===== src/plr_pkg.sv =====
// ----------------------------------------------------------------------------
// Positional list engine package
// Shared widths, request and status codes, and the command bundle that the
// top level broadcasts to every storage cell.
// ----------------------------------------------------------------------------
package plr_pkg;

  localparam int unsigned DATA_W       = 32;
  localparam int unsigned POS_W        = 5;
  localparam int unsigned CNT_OUT_W    = 5;
  localparam int unsigned CAPACITY_DEF = 16;

  typedef enum logic [1:0] {
    ACT_INSERT = 2'd0,
    ACT_DELETE = 2'd1,
    ACT_WRITE  = 2'd2,
    ACT_READ   = 2'd3
  } action_e;

  typedef enum logic [1:0] {
    ST_DONE  = 2'd0,
    ST_RANGE = 2'd1,
    ST_FULL  = 2'd2
  } status_e;

  // Update command seen by every cell in the same cycle.
  typedef struct packed {
    logic                     ins;
    logic                     del;
    logic                     wr;
    logic [POS_W-1:0]         pos;
    logic signed [DATA_W-1:0] value;
  } cell_cmd_t;

endpackage


===== src/positional_list_engine.sv =====
// ----------------------------------------------------------------------------
// Positional list engine
// Ordered list of signed 32-bit values with insert, delete, write and read
// by position, built as a row of storage cells that shift in parallel.
// ----------------------------------------------------------------------------
//
//  Channel | Handshake              | Payload
//  --------+------------------------+-----------------------------
//  request | in_valid_i / in_ready_o | action_i, position_i, value_i
//  result  | out_valid_o / out_ready_i | data_o, status_o, count_o
//
// Each request transaction is served in the cycle in which it is accepted:
// the status is decided from the entry count, every cell updates at the same
// edge, and the result is captured in the output register at that edge, so
// it is offered on the result channel from the next cycle.
// A new request is taken whenever the output register is empty or is being
// emptied in the same cycle, so the sustained rate is one transaction per
// cycle; a stalled result transaction holds further requests back.
// Reset clears the entry count and the output valid flag; the cell contents
// are left as they are, since no position at or above the count is read.
// ----------------------------------------------------------------------------
module positional_list_engine #(
  parameter int unsigned Capacity = plr_pkg::CAPACITY_DEF
) (
  input  logic                               clk_i,
  input  logic                               rst_ni,
  input  logic                               in_valid_i,
  output logic                               in_ready_o,
  input  logic [1:0]                         action_i,
  input  logic [plr_pkg::POS_W-1:0]          position_i,
  input  logic signed [plr_pkg::DATA_W-1:0]  value_i,
  output logic                               out_valid_o,
  input  logic                               out_ready_i,
  output logic signed [plr_pkg::DATA_W-1:0]  data_o,
  output logic [1:0]                         status_o,
  output logic [plr_pkg::CNT_OUT_W-1:0]      count_o
);

  // The count must be able to hold the capacity itself.
  localparam int unsigned CntW = $clog2(Capacity + 1);

  logic                              accept;
  logic [CntW-1:0]                   cnt_d, cnt_q;
  logic [31:0]                       pos32, cnt32;
  plr_pkg::status_e                  status_d;
  plr_pkg::action_e                  act;
  plr_pkg::cell_cmd_t                cmd;
  logic signed [plr_pkg::DATA_W-1:0] data_d;

  logic                              out_valid_q;
  logic signed [plr_pkg::DATA_W-1:0] data_q;
  plr_pkg::status_e                  status_q;
  logic [plr_pkg::CNT_OUT_W-1:0]     count_q;

  logic signed [plr_pkg::DATA_W-1:0] entry [Capacity];
  logic signed [plr_pkg::DATA_W-1:0] rd_chain [Capacity+1];

  // The output register parts the two sides: a request is taken whenever
  // the held result is absent or leaves in this cycle.
  assign in_ready_o = !out_valid_q || out_ready_i;
  assign accept     = in_valid_i && in_ready_o;

  assign act   = plr_pkg::action_e'(action_i);
  assign pos32 = 32'(position_i);
  assign cnt32 = 32'(cnt_q);

  // Range and capacity checks decide the status before anything moves.
  always_comb begin
    status_d = plr_pkg::ST_DONE;
    if (act == plr_pkg::ACT_INSERT) begin
      if (pos32 > cnt32) begin
        status_d = plr_pkg::ST_RANGE;
      end else if (cnt32 >= Capacity) begin
        status_d = plr_pkg::ST_FULL;
      end
    end else if (pos32 >= cnt32 || pos32 >= Capacity) begin
      status_d = plr_pkg::ST_RANGE;
    end
  end

  // Only a successful transaction reaches the cells.
  always_comb begin
    cmd       = '0;
    cmd.pos   = position_i;
    cmd.value = value_i;
    if (accept && status_d == plr_pkg::ST_DONE) begin
      unique case (act)
        plr_pkg::ACT_INSERT: cmd.ins = 1'b1;
        plr_pkg::ACT_DELETE: cmd.del = 1'b1;
        plr_pkg::ACT_WRITE:  cmd.wr  = 1'b1;
        default:             ;
      endcase
    end
  end

  always_comb begin
    cnt_d = cnt_q;
    if (cmd.ins) begin
      cnt_d = cnt_q + CntW'(1);
    end else if (cmd.del) begin
      cnt_d = cnt_q - CntW'(1);
    end
  end

  // Read and delete return the addressed entry as it stood before the
  // update; everything else returns zero.
  always_comb begin
    data_d = '0;
    if (status_d == plr_pkg::ST_DONE &&
        (act == plr_pkg::ACT_DELETE || act == plr_pkg::ACT_READ)) begin
      data_d = rd_chain[Capacity];
    end
  end

  // Row of cells: each takes from its lower neighbour on insert and from its
  // upper neighbour on delete. The read chain runs through the same row.
  assign rd_chain[0] = '0;

  for (genvar i = 0; i < Capacity; i++) begin : g_cell
    logic signed [plr_pkg::DATA_W-1:0] lower, upper;

    if (i == 0) begin : g_first
      assign lower = '0;
    end else begin : g_mid_lo
      assign lower = entry[i-1];
    end

    if (i == Capacity - 1) begin : g_last
      assign upper = '0;
    end else begin : g_mid_hi
      assign upper = entry[i+1];
    end

    plr_cell #(
      .Index (i)
    ) u_cell (
      .clk_i   (clk_i),
      .cmd_i   (cmd),
      .lower_i (lower),
      .upper_i (upper),
      .rd_i    (rd_chain[i]),
      .entry_o (entry[i]),
      .rd_o    (rd_chain[i+1])
    );
  end

  always_ff @(posedge clk_i or negedge rst_ni) begin
    if (!rst_ni) begin
      cnt_q       <= '0;
      out_valid_q <= 1'b0;
    end else begin
      cnt_q <= cnt_d;
      if (accept) begin
        out_valid_q <= 1'b1;
      end else if (out_ready_i) begin
        out_valid_q <= 1'b0;
      end
    end
  end

  always_ff @(posedge clk_i) begin
    if (accept) begin
      data_q   <= data_d;
      status_q <= status_d;
      count_q  <= plr_pkg::CNT_OUT_W'(cnt_d);
    end
  end

  assign out_valid_o = out_valid_q;
  assign data_o      = data_q;
  assign status_o    = status_q;
  assign count_o     = count_q;

endmodule


===== src/plr_cell.sv =====
// ----------------------------------------------------------------------------
// Positional list storage cell
// Holds one list entry, shifts from its neighbours on insert or delete and
// adds its entry to the read chain when the addressed position is its own.
// ----------------------------------------------------------------------------
module plr_cell #(
  parameter int unsigned Index = 0
) (
  input  logic                             clk_i,
  input  plr_pkg::cell_cmd_t               cmd_i,
  input  logic signed [plr_pkg::DATA_W-1:0] lower_i,
  input  logic signed [plr_pkg::DATA_W-1:0] upper_i,
  input  logic signed [plr_pkg::DATA_W-1:0] rd_i,
  output logic signed [plr_pkg::DATA_W-1:0] entry_o,
  output logic signed [plr_pkg::DATA_W-1:0] rd_o
);

  logic signed [plr_pkg::DATA_W-1:0] entry_d, entry_q;
  logic                              hit, above;

  assign hit   = (32'(cmd_i.pos) == Index);
  assign above = (32'(cmd_i.pos) < Index);

  always_comb begin
    entry_d = entry_q;
    if (cmd_i.ins) begin
      if (above) begin
        entry_d = lower_i;
      end else if (hit) begin
        entry_d = cmd_i.value;
      end
    end else if (cmd_i.del) begin
      if (hit || above) begin
        entry_d = upper_i;
      end
    end else if (cmd_i.wr && hit) begin
      entry_d = cmd_i.value;
    end
  end

  // Entry payload carries no reset: positions at or above the count are
  // never read.
  always_ff @(posedge clk_i) begin
    entry_q <= entry_d;
  end

  assign entry_o = entry_q;
  assign rd_o    = rd_i | (hit ? entry_q : '0);

endmodule


===== config.mk =====
export PLATFORM = sky130hd
export DESIGN_NAME = positional_list_engine
export DESIGN_NICKNAME = d
export VERILOG_FILES = /design/src/plr_pkg.sv /design/src/positional_list_engine.sv /design/src/plr_cell.sv
export SDC_FILE = /design/constraint.sdc
export NUM_CORES = 1
export LEC_CHECK = 0
export BUFFER_PORTS_ARGS = -buffer_cell sky130_fd_sc_hd__buf_2
export CORE_UTILIZATION = 35
export DETAILED_ROUTE_END_ITERATION = 8
export PLACE_DENSITY = 0.52
export REMOVE_ABC_BUFFERS = 1
export SYNTH_ARGS = -nofsm -noshare
export SYNTH_HDL_FRONTEND = slang
export SYNTH_SLANG_ARGS = --single-unit
export TNS_END_PERCENT = 30

===== constraint.sdc =====
create_clock -name clk_i -period 9.2 [get_ports clk_i]
set_input_delay 0 -clock clk_i [delete_from_list [all_inputs] [get_ports clk_i]]
set_output_delay 0 -clock clk_i [all_outputs]
set_load 0.01 [all_outputs]

==> flow_summary.yaml <==
final_layout:
  final_area_um2: 33500
  layout.cells.most_common_list: "551 x edfxtp_1, 296 x nand2_1, 270 x a22oi_1"
  seq_area_um2: 16700
  final_common_cell: "edfxtp_1"
  nNetsFinal: 2514
  multi_input_area_um2: 11500
  fillerInstances: 7764
  syn2layout_area_growth_pct: 13.9
  drive_gt1_share_pct: 15.7
synth:
  ys_warn_count: 0
  synth_seq_cells: 557
  avgSynthCellArea_um2: 11.9
  synth_simple_gate_area_share_pct: 8.95
  async_reset_ff_share_pct: 1.08
  synthMuxAreaShare_pct: 1.41
  synth-edff-count: 551
  netlist_area_um2: 29400
  synthXorXnorAreaFrac_pct: 0.0895
  synthCells: 2467
  synth_flop_cell: "edfxtp_1"
  yosys.area_share.adder_pct: 0.298
  ys_types: 65
  synth_top_family_by_area: "compound AO/OA/AOI/OAI gates"
  synth_compound_area_share_pct: 26.9
  yosysSeqAreaShare_pct: 56.8
global_routing:
  grtUsageTotal_pct: 28.7
  grt_pass1_vias: 23924
  grt_max_degree: 200
  grt_pass1_wl_mm: 178
  antenna_found_initial: 5
  grt-ovfl-total: 0
sta:
  worst_pin_slew_ns: 1.15
  fin_worst_skew_ns: 0.0209
  slew_headroom_pct: 23.7
  drv_slew: 0
  fin_setup_tns_ns: 0
  fmax_mhz: 234
  setup_violations: 0
  period_share_pct: 46.4
  finalCriticalPeriod_ns: 4.27
  hold_viol_final: 0
  rsz0062_at_grt: "false"
clocking:
  clk_pin_slew_ns: 0.06
  clk-insertion-delay-late_ns: 0.66
  ctsHoldBuffers: 39
  postCtsSetupBuffers: 0
  cts.repair.resized: 0
  cts_tree: "yes"
  clock-sinks: 557
  h-tree-depth: 2
  clock_path_buffers: 3
  cts_buffers: 61
  cts_root_buf: "clkbuf_16"
routing:
  vias_per_cell: 6.90
  first_pass_iters: 9
  drtIter0Drc: 4682
  drc: 2
  routedWlPerCell_um: 34.9
  final_antenna_net_count: 0
  totalWireLength_mm: 125
  routed-via-count: 24753
critical_path:
  crit_path_max_fanout: 20
  crit_required_ns: 9.49
  startpoint_type: "flop"
  cp-end-kind: "flop"
  crit_type: "flop to flop"
  worstPathArrival_ns: 4.56
floorplan:
  die_w_um: 292
  rows: 105
  dieHeight_um: 292
  die_area_um2: 85100
  core_um2: 82500
  pin_count: 84
  start_util_pct: 35.6
run:
  maxCapViolCount: 0
outcome:
  violations: "design-rule violations"
  status: "finished, violations left"
placed_design:
  port_buffers: 83
  gpl.final_weighted_congestion: 0.883
  dp_hpwl_mm: 69.4
  placed_cell_area_um2: 31000
power:
  powerDensity_nw_per_um2: 194
  vdd_ir_drop_max_mv: 0.153
  p_leak_nw: 12.7
hold_path:
  hold_path.class: "input pin to flop"
cell type report:
class | count | area share, %
Tap cell | 1070 | 4.00
Inverter | 106 | 1.19
Timing Repair Buffer | 202 | 4.28
Multi-Input combinational cell | 1536 | 34.3
Sequential cell | 557 | 49.9
Antenna cell | 1 | 0.00748
Clock buffer | 72 | 4.75
Clock inverter | 44 | 1.59
Yosys cell counts, types with 3 or more instances:
cell type	number	area, um^2
edfxtp_1	551	16500
nand2_1	296	1110
a22oi_1	270	2030
a22o_1	194	1700
clkbuf_1	143	537
a21o_1	129	968
and3_1	119	744
inv_1	106	398
buf_2	104	521
a222oi_1	101	1010
a221o_1	97	971
nor2_1	55	206
a221oi_1	37	324
mux2_2	35	394
a22oi_2	30	375
nand3_1	20	100
nand4_1	16	100
a21oi_1	15	75.1
buf_4	13	97.6
nor3_1	10	50.1
a31oi_1	9	56.3
o21a_1	8	60.1
ha_1	7	87.6
o211ai_1	7	52.6
dfrtp_1	6	150
nand2b_1	6	37.5
o21ai_2	6	52.6
buf_6	5	56.3
nor4_1	5	31.3
and2_1	4	25.0
nand3b_1	4	30.0
o21ai_0	4	20.0
o21ai_1	4	20.0
o31a_1	4	35.0
nor2b_1	3	18.8
o32ai_1	3	26.3
or2_2	3	18.8
or4_1	3	22.5
xnor2_1	3	26.3
per-stage QoR:
stage	hold slack, ns	setup WS, ns	power (mW)	utilization, %	std cells
after detailed placement	-0.158	5.07	3.85	37.5	3432
after floorplan	-0.296	-15.56	3.52	-	2199
after CTS	0.143	5.02	6.50	40.6	3587
after global placement	-0.157	5.06	3.83	37.5	3432
after global routing	0.169	4.89	6.66	40.6	3588
final	0.181	4.93	6.49	40.6	3588
flip-flops by register name (all words and copies together) (netlist names):
name                   cells
g_cell.u_cell.entry_o    512
data_o                    32
cnt_q                      5
count_o                    5
status_o                   2
out_valid_o                1
critical path: stages, from the launching register on:
cell and delay, ns:
dfrtp_1 0.42, inv_1 0.11, ha_1 0.35, and3_1 0.18, and3_1 0.21, a31oi_2 0.05
buf_4 0.23, or4_1 0.55, buf_4 0.28, o32ai_4 0.92, buf_4 0.55
logic make-up (layout without fill, tap and decap cells):
group           after synthesis  in the layout
compound gates              930            930
xor+xnor                      3              3
fa+ha+maj                     7              7
buf+inv                     374            424
flops                       557            557
mux                          37             37
other cells                   0              1
simple gates                559            559
power breakdown:
group / internal, mW / switching, mW
Sequential: 2.90 / 0.0409
Clock: 1.55 / 1.12
Combinational: 0.304 / 0.591
metal layers:
metal / track usage, % / up-vias / wire length [um]
met2: 42.8 / 2061 / 54000
met5: 0 / - / 19
met4: 11.9 / 4 / 5920
li1: - / 9978 / -
met3: 7.12 / 390 / 16300
met1: 39.6 / 12320 / 48900
worst paths after layout:
kind / to / slack [ns] / depth (start not counted) / startpoint
min: g_cell[11].u_cell.entry_o[12] / 0.18 / 3 / position_i[3]
max in group asynchronous: cnt_q[1] / 8.66 / 3 / rst_ni
min reg2reg: cnt_q[3] / 0.57 / 1 / cnt_q[3]
max reg2reg: g_cell[8].u_cell.entry_o[3] / 4.93 / 10 / cnt_q[4]
min in group asynchronous: cnt_q[0] / 0.29 / 3 / rst_ni
max: g_cell[8].u_cell.entry_o[3] / 4.93 / 10 / cnt_q[4]
Power figures use the tool's default switching activity.
